[config.mk]
export PLATFORM = sky130hd
export DESIGN_NAME = pfa_queue
export DESIGN_NICKNAME = d
export VERILOG_FILES = /design/src/hw/rtl/pfa_pkg.sv /design/src/hw/rtl/pfa_queue.sv
export SDC_FILE = /design/constraint.sdc
export NUM_CORES = 1
export LEC_CHECK = 0
export ABC_AREA = 1
export ABC_CLOCK_PERIOD_IN_PS = 2400
export BUFFER_PORTS_ARGS = -buffer_cell sky130_fd_sc_hd__buf_4
export CAP_MARGIN = 25
export CORE_UTILIZATION = 58
export DETAILED_ROUTE_END_ITERATION = 6
export GPL_ROUTABILITY_DRIVEN = 0
export PLACE_DENSITY = 0.8
export SLEW_MARGIN = 20
export SYNTH_ARGS = -nofsm -noshare
export SYNTH_HDL_FRONTEND = slang
export SYNTH_SLANG_ARGS = --single-unit
[constraint.sdc]
create_clock -name clk -period 2.4 [get_ports clk]
set_clock_uncertainty 0.15 [all_clocks]
set_input_delay 0.24 -clock clk [delete_from_list [all_inputs] [get_ports clk]]
set_output_delay 0.24 -clock clk [all_outputs]
set_load 0.01 [all_outputs]
[src/hw/rtl/pfa_pkg.sv]
// ============================================================================
// pfa_pkg - shared types and constants of the phase folding accumulator
// Profile geometry, register map, queue depths and the internal op word.
// ============================================================================
package pfa_pkg;

    // Profile geometry
    localparam int MAX_POLS       = 4;
    localparam int MAX_CHANNELS   = 256;
    localparam int MAX_PHASE_BINS = 256;

    localparam int POL_W  = (MAX_POLS > 1) ? $clog2(MAX_POLS) : 1;
    localparam int CHAN_W = (MAX_CHANNELS > 1) ? $clog2(MAX_CHANNELS) : 1;
    localparam int BIN_W  = $clog2(MAX_PHASE_BINS);
    localparam int ADDR_W = POL_W + CHAN_W + BIN_W;
    localparam int MEM_DEPTH = 1 << ADDR_W;

    // Field and register widths
    localparam int VALUE_W     = 16;
    localparam int SUM_W       = 48;
    localparam int PHASE_W     = 48;
    localparam int CFG_BINS_W  = 9;
    localparam int CFG_CHANS_W = 9;
    localparam int CFG_POLS_W  = 3;

    // Widths that hold a clamped size as well as a counter plus one
    localparam int BIN_CMP_W  = (BIN_W + 1 > CFG_BINS_W) ? BIN_W + 1 : CFG_BINS_W;
    localparam int CHAN_CMP_W = (CHAN_W + 1 > CFG_CHANS_W) ? CHAN_W + 1 : CFG_CHANS_W;
    localparam int POL_CMP_W  = (POL_W + 1 > CFG_POLS_W) ? POL_W + 1 : CFG_POLS_W;

    // Configuration port
    localparam int APB_ADDR_W = 5;
    localparam int APB_DATA_W = 64;

    typedef enum logic [1:0] {
        REG_NUM_BINS   = 2'd0,
        REG_NUM_CHANS  = 2'd1,
        REG_NUM_POLS   = 2'd2,
        REG_PHASE_STEP = 2'd3
    } reg_idx_t;

    localparam logic [CFG_BINS_W-1:0]  NUM_BINS_RST  = CFG_BINS_W'(256);
    localparam logic [CFG_CHANS_W-1:0] NUM_CHANS_RST = CFG_CHANS_W'(256);
    localparam logic [CFG_POLS_W-1:0]  NUM_POLS_RST  = CFG_POLS_W'(1);

    // Queues
    localparam int QUEUE_DEPTH = 4;
    localparam int QPTR_W      = $clog2(QUEUE_DEPTH);
    localparam int OUT_DEPTH   = 4;
    localparam int OPTR_W      = $clog2(OUT_DEPTH);

    // Saturation limits
    localparam logic signed [SUM_W-1:0] SUM_MAX = {1'b0, {(SUM_W-1){1'b1}}};
    localparam logic signed [SUM_W-1:0] SUM_MIN = {1'b1, {(SUM_W-1){1'b0}}};

    typedef enum logic {
        OP_ACC  = 1'b0,
        OP_READ = 1'b1
    } op_kind_t;

    // One classified word handed from front to back
    typedef struct packed {
        op_kind_t                   kind;
        logic                       hit;
        logic [ADDR_W-1:0]          addr;
        logic signed [VALUE_W-1:0]  value;
    } op_t;

endpackage

[src/hw/rtl/pfa_queue.sv]
// ============================================================================
// pfa_queue - short op queue between front and back
// Decouples classification from the read-modify-write pipeline.
// ============================================================================
module pfa_queue
    import pfa_pkg::*;
(
    input  logic  clk,
    input  logic  rst_n,
    input  logic  push,
    input  op_t   push_op,
    output logic  full,
    input  logic  pop,
    output op_t   head_op,
    output logic  empty
);

    op_t               slot_reg [QUEUE_DEPTH];
    logic [QPTR_W-1:0] wr_ptr_reg, wr_ptr_next;
    logic [QPTR_W-1:0] rd_ptr_reg, rd_ptr_next;
    logic [QPTR_W:0]   count_reg, count_next;

    assign full    = (count_reg == (QPTR_W+1)'(QUEUE_DEPTH));
    assign empty   = (count_reg == '0);
    assign head_op = slot_reg[rd_ptr_reg];

    always_comb
    begin
        wr_ptr_next = push ? wr_ptr_reg + QPTR_W'(1) : wr_ptr_reg;
        rd_ptr_next = pop ? rd_ptr_reg + QPTR_W'(1) : rd_ptr_reg;
        count_next  = count_reg + (QPTR_W+1)'(push) - (QPTR_W+1)'(pop);
    end

    always_ff @(posedge clk)
    begin
        if (push)
            slot_reg[wr_ptr_reg] <= push_op;
    end

    always_ff @(posedge clk or negedge rst_n)
    begin
        if (!rst_n)
        begin
            wr_ptr_reg <= '0;
            rd_ptr_reg <= '0;
            count_reg  <= '0;
        end
        else
        begin
            wr_ptr_reg <= wr_ptr_next;
            rd_ptr_reg <= rd_ptr_next;
            count_reg  <= count_next;
        end
    end

endmodule

==> out/metrics.cfg <==
[clock_tree]
cts_made_buffers=17
cts.sinks=151
worstSkewPairLatency_ns=0.52
h-tree-depth=4
cts-root-buf=clkbuf_8
clk_path_buf_depth=2
cts_setup_buffers=0
cts.clk_slew.worst_paths_ns=0.06
cts_tree=yes

[logic_synthesis]
yosysWarnings=0
synth_flop_cell=edfxtp_1
ys_ff_latch=151
synth.cell_area_mm2=0.00648
synth_cells=609
ys_types=17
syn_nets=656
synth_most_common_cell=nand2_1
yosys.area.top_type_share=0.667
yosysTopAreaCell=edfxtp_1
ys_seq_area_frac=0.694
syn_area_per_cell_um2=10.6
async_reset_ff_frac=0.0464
synth_edf_count=144
synth_common_cells=nand2_1 (191), inv_1 (156), edfxtp_1 (144), nand3_1 (73), buf_2 (12)
synthTopCellsByArea=edfxtp_1 (67%), nand2_1 (11%), inv_1 (9.0%)

[timing]
finalCriticalPeriod_ns=2.28
finalCritPeriodShare=0.951
hold_viol=0
setup_viol=0
worst_slew_pin_slew_ns=0.541
fin_tns_setup_ns=0
slew_violations=0
fmax_ghz=0.438
hold_ws_ns=0.303
relSlewSlack=0.640
rsz0062_at_grt=false

[critical_path]
cp.arrival_ns=1.89
crit_top_cell=nand2_1
start_kind=flop
worstSetupEndpointType=output pin
r2r_slack_ns=0.68
critPathTopFamily=buffers and inverters
critical_path_class=reg2out
slowest_delay_ns=0.45
path_buf_inv=2
cp.required_ns=2.01
cp_max_fo=74
slowest_stage=buf_6
path_cells=buf_6, nand2_1, nand3_1, nand2_1, buf_4

[route]
wl_per_cell_um=15.4
route.met3.wl_um=923
top_layer=met4
num_vias=4450
antenna_left=0
wl_met1_um=5230
detail_route.vias_per_cell=5.01
drt_iter0_drc=384
drc=0
routed_wl_um=13700
first_pass_iters=5
wl_met2_um=7090

[final_layout]
antenna_cells=0
largest_reg_flops=144
nets=783
drive_above_1_share=0.164
final_core_util=0.749
final.fill_count=666
area_growth_pct=25.2
final_cell_area_mm2=0.00812

[die]
io_pins=78
initial_core_util=0.598
die_area_mm2=0.0116
core_mm2=0.0108
die_y_um=108
die_w_um=108
rows=38

[power]
p_seq_frac=0.382
finalPower_w=0.00950
power_frac_comb=0.376
clockPowerShare=0.243
ir_drop_mv=0.744
leakagePower_nw=3.83
switching_power_w=0.00329
swShare=0.346
p_int_w=0.00621
p_per_area_mw_per_mm2=1170

[placed_design]
dp_hpwl_um=7570
io_buffers=77
detailed_place.area_mm2=0.00720

[global_route]
grt_overflow=0
grt_first_pass_wirelength_um=21400
grt_pass1_vias=4605
grt_max_degree=75
antenna_found_initial=0
track_usage=0.254

[outcome]
outcome=complete, no violations

[run]
cap_violations=0

[min_path]
hp-class=in2reg

power groups by stage:
stage / clock [W] / combinational (W) / sequential, W
2_1_floorplan: 0 / 0.00216 / 0.00363
3_3_place_gp: 0 / 0.00333 / 0.00363
3_5_place_dp: 0 / 0.00344 / 0.00366
4_1_cts: 0.00231 / 0.00354 / 0.00362
5_1_grt: 0.00245 / 0.00392 / 0.00366
6_report: 0.00231 / 0.00357 / 0.00363
logic make-up after synthesis:
family / after synthesis / share of synthesized area
adders and majority gates: 7 / 0.0147
AOI/OAI and AO/OA: 1 / 0.000771
buffers and inverters: 181 / 0.118
and+or+nand+nor: 266 / 0.168
xor gates and xnor gates: 3 / 0.00405
DFF: 151 / 0.694
routing by layer:
| metal | vias to the layer above | track usage |
|---|---|---|
| met5 | - | 0 |
| met4 | 0 | 0.144 |
| met3 | 37 | 0.0660 |
| met2 | 195 | 0.438 |
| met1 | 2076 | 0.286 |
| li1 | 2142 | - |
timing repair:
item	CTS	global route
endpoints found under the hold margin	156	0
hold buffers	40	0
setup endpoints to repair	5	0
resized for setup	1	0
layout by cell type, fill, tap and decap left out:
cell / count
nor3_1: 1
inv_4: 1
o21ai_0: 1
clkbuf_16: 16
inv_2: 5
xor2_1: 3
buf_12: 2
nor2_1: 1
clkbuf_8: 5
dfrtp_2: 1
dlygate4sd3_1: 40
edfxtp_1: 144
buf_6: 1
buf_4: 88
clkinv_2: 4
nand2_1: 191
nand3_1: 73
dfrtp_1: 6
fa_1: 1
ha_1: 6
clkbuf_1: 7
inv_1: 152
final timing paths:
| kind | start | end | depth (start not counted) |
|---|---|---|---|
| max in group asynchronous | rst_n | rd_ptr_reg[0] | 3 |
| min in group asynchronous | rst_n | count_reg[0] | 3 |
| setup / recovery | rd_ptr_reg[0] | head_op[7] | 5 |
| setup reg to reg | count_reg[0] | count_reg[2] | 8 |
| hold / removal | push_op[21] | slot_reg[0][21] | 2 |
| hold reg to reg | wr_ptr_reg[0] | wr_ptr_reg[0] | 1 |
stage by stage:
stage	worst slack, ns	cells
6_report	0.117	889
4_1_cts	0.132	889
3_5_place_dp	0.536	817
3_3_place_gp	0.624	817
2_1_floorplan	0.477	609
5_1_grt	0.0311	889
final cells by class:
class / instances / area (um^2) / share of cell area
sequential: 151 / 4500 / 0.554
multi-input combinational: 277 / 1220 / 0.150
timing repair buffer: 131 / 1110 / 0.137
inverter: 158 / 596 / 0.0734
clock buffer: 28 / 495 / 0.0610
tap: 140 / 175 / 0.0216
clock inverter: 4 / 20.0 / 0.00247
Power figures use the tool's default switching activity.
